### src/rtl/core/ccb_pkg.sv
// Shared constants, register map and configuration type of the colour-key blitter.
package ccb_pkg;

  localparam int MAX_SIDE   = 2048;
  localparam int SIDE_W     = $clog2(MAX_SIDE);
  localparam int REG_W      = SIDE_W + 1;
  localparam int PIXEL_BITS = 16;
  localparam int PIX_W      = 16;
  localparam int ADDR_W     = 5;
  localparam int DATA_W     = 32;

  typedef enum logic [2:0] {
    REG_MODE          = 3'd0,
    REG_DST_X         = 3'd1,
    REG_DST_Y         = 3'd2,
    REG_DST_WIDTH     = 3'd3,
    REG_DST_HEIGHT    = 3'd4,
    REG_SRC_WIDTH     = 3'd5,
    REG_COLOR_KEY     = 3'd6,
    REG_REPLACE_COLOR = 3'd7
  } reg_index_t;

  typedef struct packed {
    logic                    mode;
    logic signed [REG_W-1:0] dst_x;
    logic signed [REG_W-1:0] dst_y;
    logic [REG_W-1:0]        dst_width;
    logic [REG_W-1:0]        dst_height;
    logic [REG_W-1:0]        src_width;
    logic [PIX_W-1:0]        color_key;
    logic [PIX_W-1:0]        replace_color;
  } ccb_cfg_t;

  // Clamp a side length to the largest supported image side.
  function automatic logic [REG_W-1:0] sat_side(input logic [REG_W-1:0] v);
    if (v > REG_W'(MAX_SIDE)) begin
      return REG_W'(MAX_SIDE);
    end
    return v;
  endfunction

  // Keep only the low PIXEL_BITS bits of a colour.
  function automatic logic [PIX_W-1:0] pix_mask(input logic [PIX_W-1:0] v);
    logic [PIX_W-1:0] m;
    m = PIX_W'((1 << PIXEL_BITS) - 1);
    return v & m;
  endfunction

endpackage

### src/rtl/core/ccb_regs.sv
// APB configuration registers of the colour-key blitter.
module ccb_regs (
  input  logic                       clk,
  input  logic                       rst,
  input  logic                       psel,
  input  logic                       penable,
  input  logic                       pwrite,
  input  logic [ccb_pkg::ADDR_W-1:0] paddr,
  input  logic [ccb_pkg::DATA_W-1:0] pwdata,
  output logic [ccb_pkg::DATA_W-1:0] prdata,
  output logic                       pready,
  output ccb_pkg::ccb_cfg_t          cfg
);
  import ccb_pkg::*;

  reg_index_t index;
  logic       wr;

  assign index  = reg_index_t'(paddr[ADDR_W-1:2]);
  assign pready = 1'b1;
  assign wr     = psel && penable && pwrite && pready;

  always_ff @(posedge clk) begin
    if (rst) begin
      cfg.mode          <= 1'b0;
      cfg.dst_x         <= '0;
      cfg.dst_y         <= '0;
      cfg.dst_width     <= '0;
      cfg.dst_height    <= '0;
      cfg.src_width     <= REG_W'(1);
      cfg.color_key     <= '0;
      cfg.replace_color <= '0;
    end else if (wr) begin
      case (index)
        REG_MODE:          cfg.mode          <= pwdata[0];
        REG_DST_X:         cfg.dst_x         <= pwdata[REG_W-1:0];
        REG_DST_Y:         cfg.dst_y         <= pwdata[REG_W-1:0];
        REG_DST_WIDTH:     cfg.dst_width     <= pwdata[REG_W-1:0];
        REG_DST_HEIGHT:    cfg.dst_height    <= pwdata[REG_W-1:0];
        REG_SRC_WIDTH:     cfg.src_width     <= pwdata[REG_W-1:0];
        REG_COLOR_KEY:     cfg.color_key     <= pwdata[PIX_W-1:0];
        REG_REPLACE_COLOR: cfg.replace_color <= pwdata[PIX_W-1:0];
        default: ;
      endcase
    end
  end

  always_comb begin
    case (index)
      REG_MODE:          prdata = DATA_W'(cfg.mode);
      REG_DST_X:         prdata = DATA_W'(cfg.dst_x);
      REG_DST_Y:         prdata = DATA_W'(cfg.dst_y);
      REG_DST_WIDTH:     prdata = DATA_W'(cfg.dst_width);
      REG_DST_HEIGHT:    prdata = DATA_W'(cfg.dst_height);
      REG_SRC_WIDTH:     prdata = DATA_W'(cfg.src_width);
      REG_COLOR_KEY:     prdata = DATA_W'(cfg.color_key);
      REG_REPLACE_COLOR: prdata = DATA_W'(cfg.replace_color);
      default:           prdata = '0;
    endcase
  end

endmodule

### src/rtl/core/clipped_colorkey_blitter_core.sv
// A result beat is registered in the cycle after its pixel beat is accepted.
// Throughput: one pixel per cycle; the result register drains while the next
// beat is taken, so only a stalled output holds off input.
// The clip compare, key compare and column/row counter step sit in one stage.
// Reset (synchronous, active high) clears the counters and the result valid,
// and loads register defaults: all zero except src_width, which is one.
module clipped_colorkey_blitter_core (
  input  logic                       clk,
  input  logic                       rst,
  input  logic                       in_valid,
  output logic                       in_ready,
  input  logic [ccb_pkg::PIX_W-1:0]  src_pixel,
  input  logic                       last_pixel,
  output logic                       out_valid,
  input  logic                       out_ready,
  output logic                       write_enable,
  output logic [ccb_pkg::SIDE_W-1:0] dst_col,
  output logic [ccb_pkg::SIDE_W-1:0] dst_row,
  output logic [ccb_pkg::PIX_W-1:0]  out_pixel,
  output logic                       blit_done,
  input  logic                       psel,
  input  logic                       penable,
  input  logic                       pwrite,
  input  logic [ccb_pkg::ADDR_W-1:0] paddr,
  input  logic [ccb_pkg::DATA_W-1:0] pwdata,
  output logic [ccb_pkg::DATA_W-1:0] prdata,
  output logic                       pready
);
  import ccb_pkg::*;

  localparam int POS_W = REG_W + 2;

  ccb_cfg_t cfg;

  ccb_regs u_regs (
    .clk     (clk),
    .rst     (rst),
    .psel    (psel),
    .penable (penable),
    .pwrite  (pwrite),
    .paddr   (paddr),
    .pwdata  (pwdata),
    .prdata  (prdata),
    .pready  (pready),
    .cfg     (cfg)
  );

  logic [SIDE_W-1:0] col_count;
  logic [SIDE_W-1:0] row_count;
  logic [SIDE_W-1:0] col_count_next;
  logic [SIDE_W-1:0] row_count_next;

  logic [REG_W-1:0]  sw;
  logic [REG_W-1:0]  dw;
  logic [REG_W-1:0]  dh;
  logic [POS_W-1:0]  x_pos;
  logic [POS_W-1:0]  y_pos;
  logic [PIX_W-1:0]  pix;
  logic [PIX_W-1:0]  key;
  logic              in_bounds;
  logic              opaque;
  logic              we;
  logic              in_acc;

  assign in_ready = !out_valid || out_ready;
  assign in_acc   = in_valid && in_ready;

  always_comb begin
    sw = sat_side(cfg.src_width);
    if (sw == '0) begin
      sw = REG_W'(1);
    end
    dw  = sat_side(cfg.dst_width);
    dh  = sat_side(cfg.dst_height);
    pix = pix_mask(src_pixel);
    key = pix_mask(cfg.color_key);

    // Sign-extend the origin and add the unsigned counter.
    x_pos = {{2{cfg.dst_x[REG_W-1]}}, cfg.dst_x} + POS_W'(col_count);
    y_pos = {{2{cfg.dst_y[REG_W-1]}}, cfg.dst_y} + POS_W'(row_count);
    in_bounds = !x_pos[POS_W-1] && (x_pos[POS_W-2:0] < {1'b0, dw}) &&
                !y_pos[POS_W-1] && (y_pos[POS_W-2:0] < {1'b0, dh});
    opaque = !((key != '0) && (pix == key));
    we     = in_bounds && opaque;

    // Advance the raster position; drop back to the origin after the last beat.
    if (last_pixel) begin
      col_count_next = '0;
      row_count_next = '0;
    end else if ((REG_W'(col_count) + REG_W'(1)) >= sw) begin
      col_count_next = '0;
      if (REG_W'(row_count) + REG_W'(1) >= REG_W'(MAX_SIDE)) begin
        row_count_next = '0;
      end else begin
        row_count_next = row_count + SIDE_W'(1);
      end
    end else begin
      col_count_next = col_count + SIDE_W'(1);
      row_count_next = row_count;
    end
  end

  always_ff @(posedge clk) begin
    if (rst) begin
      col_count <= '0;
      row_count <= '0;
      out_valid <= 1'b0;
    end else begin
      if (in_acc) begin
        col_count <= col_count_next;
        row_count <= row_count_next;
        out_valid <= 1'b1;
      end else if (out_ready) begin
        out_valid <= 1'b0;
      end
    end
  end

  always_ff @(posedge clk) begin
    if (in_acc) begin
      write_enable <= we;
      dst_col      <= we ? x_pos[SIDE_W-1:0] : '0;
      dst_row      <= we ? y_pos[SIDE_W-1:0] : '0;
      out_pixel    <= cfg.mode ? pix_mask(cfg.replace_color) : pix;
      blit_done    <= last_pixel;
    end
  end

  a_last_resets : assert property (@(posedge clk) disable iff (rst)
    in_acc && last_pixel |=> col_count == '0 && row_count == '0)
    else $error("counters not cleared after last beat");

  a_masked_pos : assert property (@(posedge clk) disable iff (rst)
    out_valid && !write_enable |-> dst_col == '0 && dst_row == '0)
    else $error("position not zero on disabled write");

  a_done_flag : assert property (@(posedge clk) disable iff (rst)
    in_acc |=> out_valid && blit_done == $past(last_pixel))
    else $error("done flag does not follow last beat");

endmodule

### config.mk
export PLATFORM = sky130hd
export DESIGN_NAME = clipped_colorkey_blitter_core
export DESIGN_NICKNAME = d
export VERILOG_FILES = /design/src/rtl/core/ccb_pkg.sv /design/src/rtl/core/ccb_regs.sv /design/src/rtl/core/clipped_colorkey_blitter_core.sv
export SDC_FILE = /design/constraint.sdc
export NUM_CORES = 1
export LEC_CHECK = 0
export ABC_AREA = 1
export BUFFER_PORTS_ARGS = -buffer_cell sky130_fd_sc_hd__buf_2
export CORE_MARGIN = 2
export CORE_UTILIZATION = 63
export CTS_CLUSTER_DIAMETER = 120
export CTS_CLUSTER_SIZE = 40
export DETAILED_ROUTE_END_ITERATION = 7
export HOLD_SLACK_MARGIN = 0.03
export PLACE_DENSITY = 0.93
export REMOVE_ABC_BUFFERS = 1
export SLEW_MARGIN = 10
export SYNTH_ARGS = -nofsm -noshare
export SYNTH_HDL_FRONTEND = slang
export SYNTH_HIERARCHICAL = 1
export SYNTH_SLANG_ARGS = --single-unit
### constraint.sdc
create_clock -name clk -period 6.4 [get_ports clk]
set_input_delay 1.28 -clock clk [delete_from_list [all_inputs] [get_ports clk]]
set_output_delay 1.28 -clock clk [all_outputs]
set_load 0.005 [all_outputs]
Word level (Yosys, flattened, before mapping). Cells that the tools add are included.

Add/subtract/negate cells: 6. Multipliers: 0. Div/mod/pow operators: 0. Order comparisons: 7. Equal/unequal tests: 8. Shifts and indexed selects: 0. Mux-type cells: 19. Bitwise operators: 0. Reduce and logical (&&, ||, !) cells: 27.

Operators with widths (count): $pmux 32 s8 (1); $mux 12 (7); $mux 11 (5); $gt 12x12->1 const B (3); $add 12x12->13 (2); $lt 13x12->1 (2); $add 11x1->12 const B (2); $add 11x1->11 const B (2); $reduce_and 2->1 (9); $eq 16x16->1 (1); $mux 16 (1); $reduce_bool 16->1 (1); $eq 3x3->1 const B (4); $ge 12x12->1 (1); $ge 12x12->1 const B (1); $logic_not 12->1 (1); $logic_and 1x1->1 (8); $eq 3x2->1 const B (2); $mux 1 (5); $logic_not 1->1 (4); $reduce_bool 2->1 (2); $eq 3x1->1 const B (1); $logic_not 3->1 (1); $logic_or 1x1->1 (1).

Flip-flop bits (word level): 156. Latch bits: 0. Bits in writable memories: 0. Memory bits (read-only): 0. Bits of input ports: 61. Output and inout port bits: 75. Logic and storage cells: 83. Memories kept: 0.

Longest topological paths before layout.
Depth after elaboration: 8. Gate-level depth with buffers: 20. Depth with buffers taken out: 19.

Cells and area by module. Netlist, hierarchy kept.

By module, submodules not included: clipped_colorkey_blitter_core (times used 1, cells an instance 678, area each 5212.5 sq um, seq. area each 1661.6 sq um); ccb_regs (times used 1, cells an instance 647, area each 4360.4 sq um, seq. area each 1861.8 sq um).

Worst setup path before layout. No wires, ideal clock.

Path type: input to output. Start: input port paddr[4] in the netlist's numbering. End: output port prdata[12] in the netlist's numbering. Arrival: 2.730 ns. Data required time: 5.120 ns. Path slack: 2.390 ns. Stages: 6. Buffers on the path: 1. Cells stage by stage: buf_2 > inv_2 > nand3_1 > o21ai_1 > inv_1 > nand2_1.

Longest elaborated chain between the ends: 2. Elaborated cells on any way between the ends: 9. Classes of those cells: eq/ne: 7; mux: 1; reduce/logical: 1.

RTL lines: start: declaration (RTL line clipped_colorkey_blitter_core.sv:24) `input logic [ccb_pkg::ADDR_W-1:0] paddr,`; $eq 3x3->1 (tied with other cells) (RTL line ccb_regs.sv:49) `case (index)`; $pmux 32 s8 (*) (RTL line ccb_regs.sv:49); end: declaration (RTL line clipped_colorkey_blitter_core.sv:26) `output logic [ccb_pkg::DATA_W-1:0] prdata,`.

Mark *: on every way between the ends. The rest lies on a longest branch, timed or not.

Worst setup path in the final report.
Start: input port paddr[4] in the netlist's numbering. End: output port prdata[13] in the netlist's numbering.

The elaborated chain is that of the path after synthesis.

==> results.md <==
* CTS tree: yes
* Die X-Extent at around 130 um
* Final setup margin at 1.56 ns
* Sequential area share after synthesis at 0.368
* Initial DRC count at ~1500
* Hold Crit Class: reg2reg
* Grt ovf at 0
* Core outline area at around 15000 um^2
* Worst rel slew slack at 0.240
* Synth Register Bits at around 160
* Final setup viols at 0
* Max-cap violations at 0
* Failing checks: DRC
* Ys Warns at 6
* Num rows at 45
* Worst reg2reg startpoint: col_count[0]
* Hold Path End: u_regs/cfg[12]
* RSZ-0062 raised after global routing: false
* Post-CTS Hold Buffers at 0
* First-pass GRT wire length at approximately 43000 um
* Reg-to-reg endpoint: dst_row[4]
* Crit Path Class: in2out
* Area Overhead vs Synth at 10.9%
* Root buffer cell: clkbuf_16
* Final Hold Vio Count at 0
* Commonest cells post-synth: nand2_1, nor2_1, inv_1
* Ant. Diodes at 0
* Post-route DRC at 2
* Clock period minus worst slack at ~4.8 ns
* Routed Antenna Nets at 0
* WHS at 0.513 ns
* Vias in the first global route at roughly 9000
* Number of flops mapped to enable cells by yosys at 40
* Max VDD drop at 202 uV
* Syn_area_per_cell at 7.22 um^2
* Finished Core Util at 0.706
* CP required at ~5 ns
* Routed wire length per instance at around 17 um
* Gr usage total at 0.333
* Longest Clk Path Bufs at 2
* Layout cells sized above 1 at 0.150
* Clk sinks at approximately 160
* Hold Crit Depth at 2
* Cell variety after synth at 46
* Leakage Power at approximately 0.0047 uW
* Die area at 16200 um^2
* Synth Instances at approximately 1300
* Outcome: complete, but fails checks
* Worst Skew at between 0.007 and 0.008 ns
* Synth Cell Area at 9570 um^2
* Final worst path period share at 0.756
* Die Height at approximately 130 um
* Pwr dens at approximately 210 nW/um^2
* CTS clk-pin slew, worst paths at 0.06 ns
* Crit path DAT at approximately 3.6 ns
* Max Fclk at 0.207 GHz
* CP Capture Type: output port
* Post_cts resized at 0
* Via Count at 9692
* Setup TNS at 0 ns
* Num CTS Buffers at 17
* Slew Viols, Final at 0
* First drt pass iteration count at 8
* Worst slack, placed at between 1.5 and 2 ns
* Critical path peak fanout at 19
* Top post-synthesis cells by area: dfxtp_1, edfxtp_1, nand2_1
* Cells along the critical path: buf_2 > inv_2 > nand3_2 > inv_2 > nand2_1 > o21ai_1 > inv_1 > nand2_1 > buf_2
* Area share of the largest cell type after synthesis at 0.243
* # Post-CTS Setup Buffers at 0
* Hold Startpoint: u_regs/cfg[12]
* Routability cong. at 0.947
* Max incr delay on CP at 0.52 ns
* DP Area at 10000 um^2
* Slowest CP cell: o21ai_1
* Routed vias/inst at 6.09
* Area leader, netlist: dfxtp_1
* H-tree Lvls at 4
* I/O Buffers at between 100 and 150
* Worst slew pin tran at 1.14 ns
* Initial core utilization at 0.637
* Most frequent cell after synthesis: nand2_1
* Latest clock arrival within the worst-skew pair at 0.43 ns
* NumNets Final at between 1500 and 2000
* Initial antenna violation count at 0
* Final HPWL DP at ~19000 um
* Ys flop type: dfxtp_1
* Worst r2r path cells at 16
* Design area at ~11000 um^2
* Largest net degree at the start of global routing at between 90 and 100
* Wirelength, routed at roughly 27000 um
* Async SR Flop Fraction at 0
* Top Ports at approximately 140
* Startpoint Class: input pin
* R2R setup slack at 2.05 ns
-- registers in the layout, summed over array words and instances, names as in the netlist --
register and cells:
blit_done 1, col_count 11, dst_col 11, dst_row 11
out_pixel 16, out_valid 1, row_count 11, u_regs/cfg 93
write_enable 1
-- critical path, delay by kind of cell --
kind / cells / cell delay, ns
compound gates: 1 / 0.52
buf+inv: 5 / 1.11
simple gates: 3 / 0.63
-- cell families after synthesis --
| family | synth area share |
|---|---|
| and+or+nand+nor | 0.292 |
| buffers and inverters | 0.0955 |
| AOI/OAI and AO/OA | 0.116 |
| DFF | 0.368 |
| adders and majority gates | 0.0800 |
| xor gates and xnor gates | 0.0393 |
| muxes | 0.00823 |
| other | 0.000392 |
-- metrics by stage --
stage,power (uW),cells
after floorplan,1170,1253
after global placement,1260,1561
after detailed placement,1260,1561
after CTS,2230,1592
after global routing,2300,1592
final,2240,1592
-- metal layers --
layer | track usage | vias to the layer above | wire (um) | share of wire
li1 | - | 4484 | - | -
met1 | 0.415 | 4386 | 10300 | 0.38
met2 | 0.549 | 692 | 12800 | 0.47
met3 | 0.0549 | 130 | 2840 | 0.10
met4 | 0.193 | 0 | 1480 | 0.054
met5 | 0 | - | 0 | 0
-- worst max-delay path by stage --
stage                         from         end  slack [ns]  depth (start not counted)
after floorplan           paddr[4]  prdata[12]        1.49                          5
after global routing      paddr[4]  prdata[13]        1.39                          9
final                     paddr[4]  prdata[13]        1.56                          9
after CTS                 paddr[4]  prdata[13]        1.64                          9
after global placement    paddr[4]  prdata[12]        1.72                          9
after detailed placement  paddr[4]  prdata[13]        1.65                          9
-- power breakdown --
part           internal [uW]  switching [uW]
registers               1040            15.4
clock network            580             413
logic                   60.2             138
-- cell usage in the layout (no fill, tap or decap), drive strengths merged, types with 2 or more instances in the layout --
master    count
nor2        231
nand2       219
inv         143
o21ai       132
buf         120
dfxtp       116
nor3         80
a21oi        64
ha           58
nand3        54
edfxtp       40
nand4        31
xor2         29
clkbuf       20
xnor2        14
mux2          7
nor4          6
clkinv        6
or2           5
clkinvlp      5
nor3b         4
o21bai        3
nand3b        2
o211ai        2
o31ai         2
fa            2
bufinv        2
-- area by class of cell --
| cell class | count | area (um^2) |
|---|---|---|
| Fill cell | 1131 | 4420 |
| Clock buffer | 20 | 447 |
| Inverter | 145 | 546 |
| Tap cell | 188 | 235 |
| Clock inverter | 11 | 121 |
| Timing Repair Buffer | 120 | 611 |
| Sequential cell | 156 | 3520 |
| Multi-Input combinational cell | 952 | 5130 |
(Power assumes the default switching activity.)
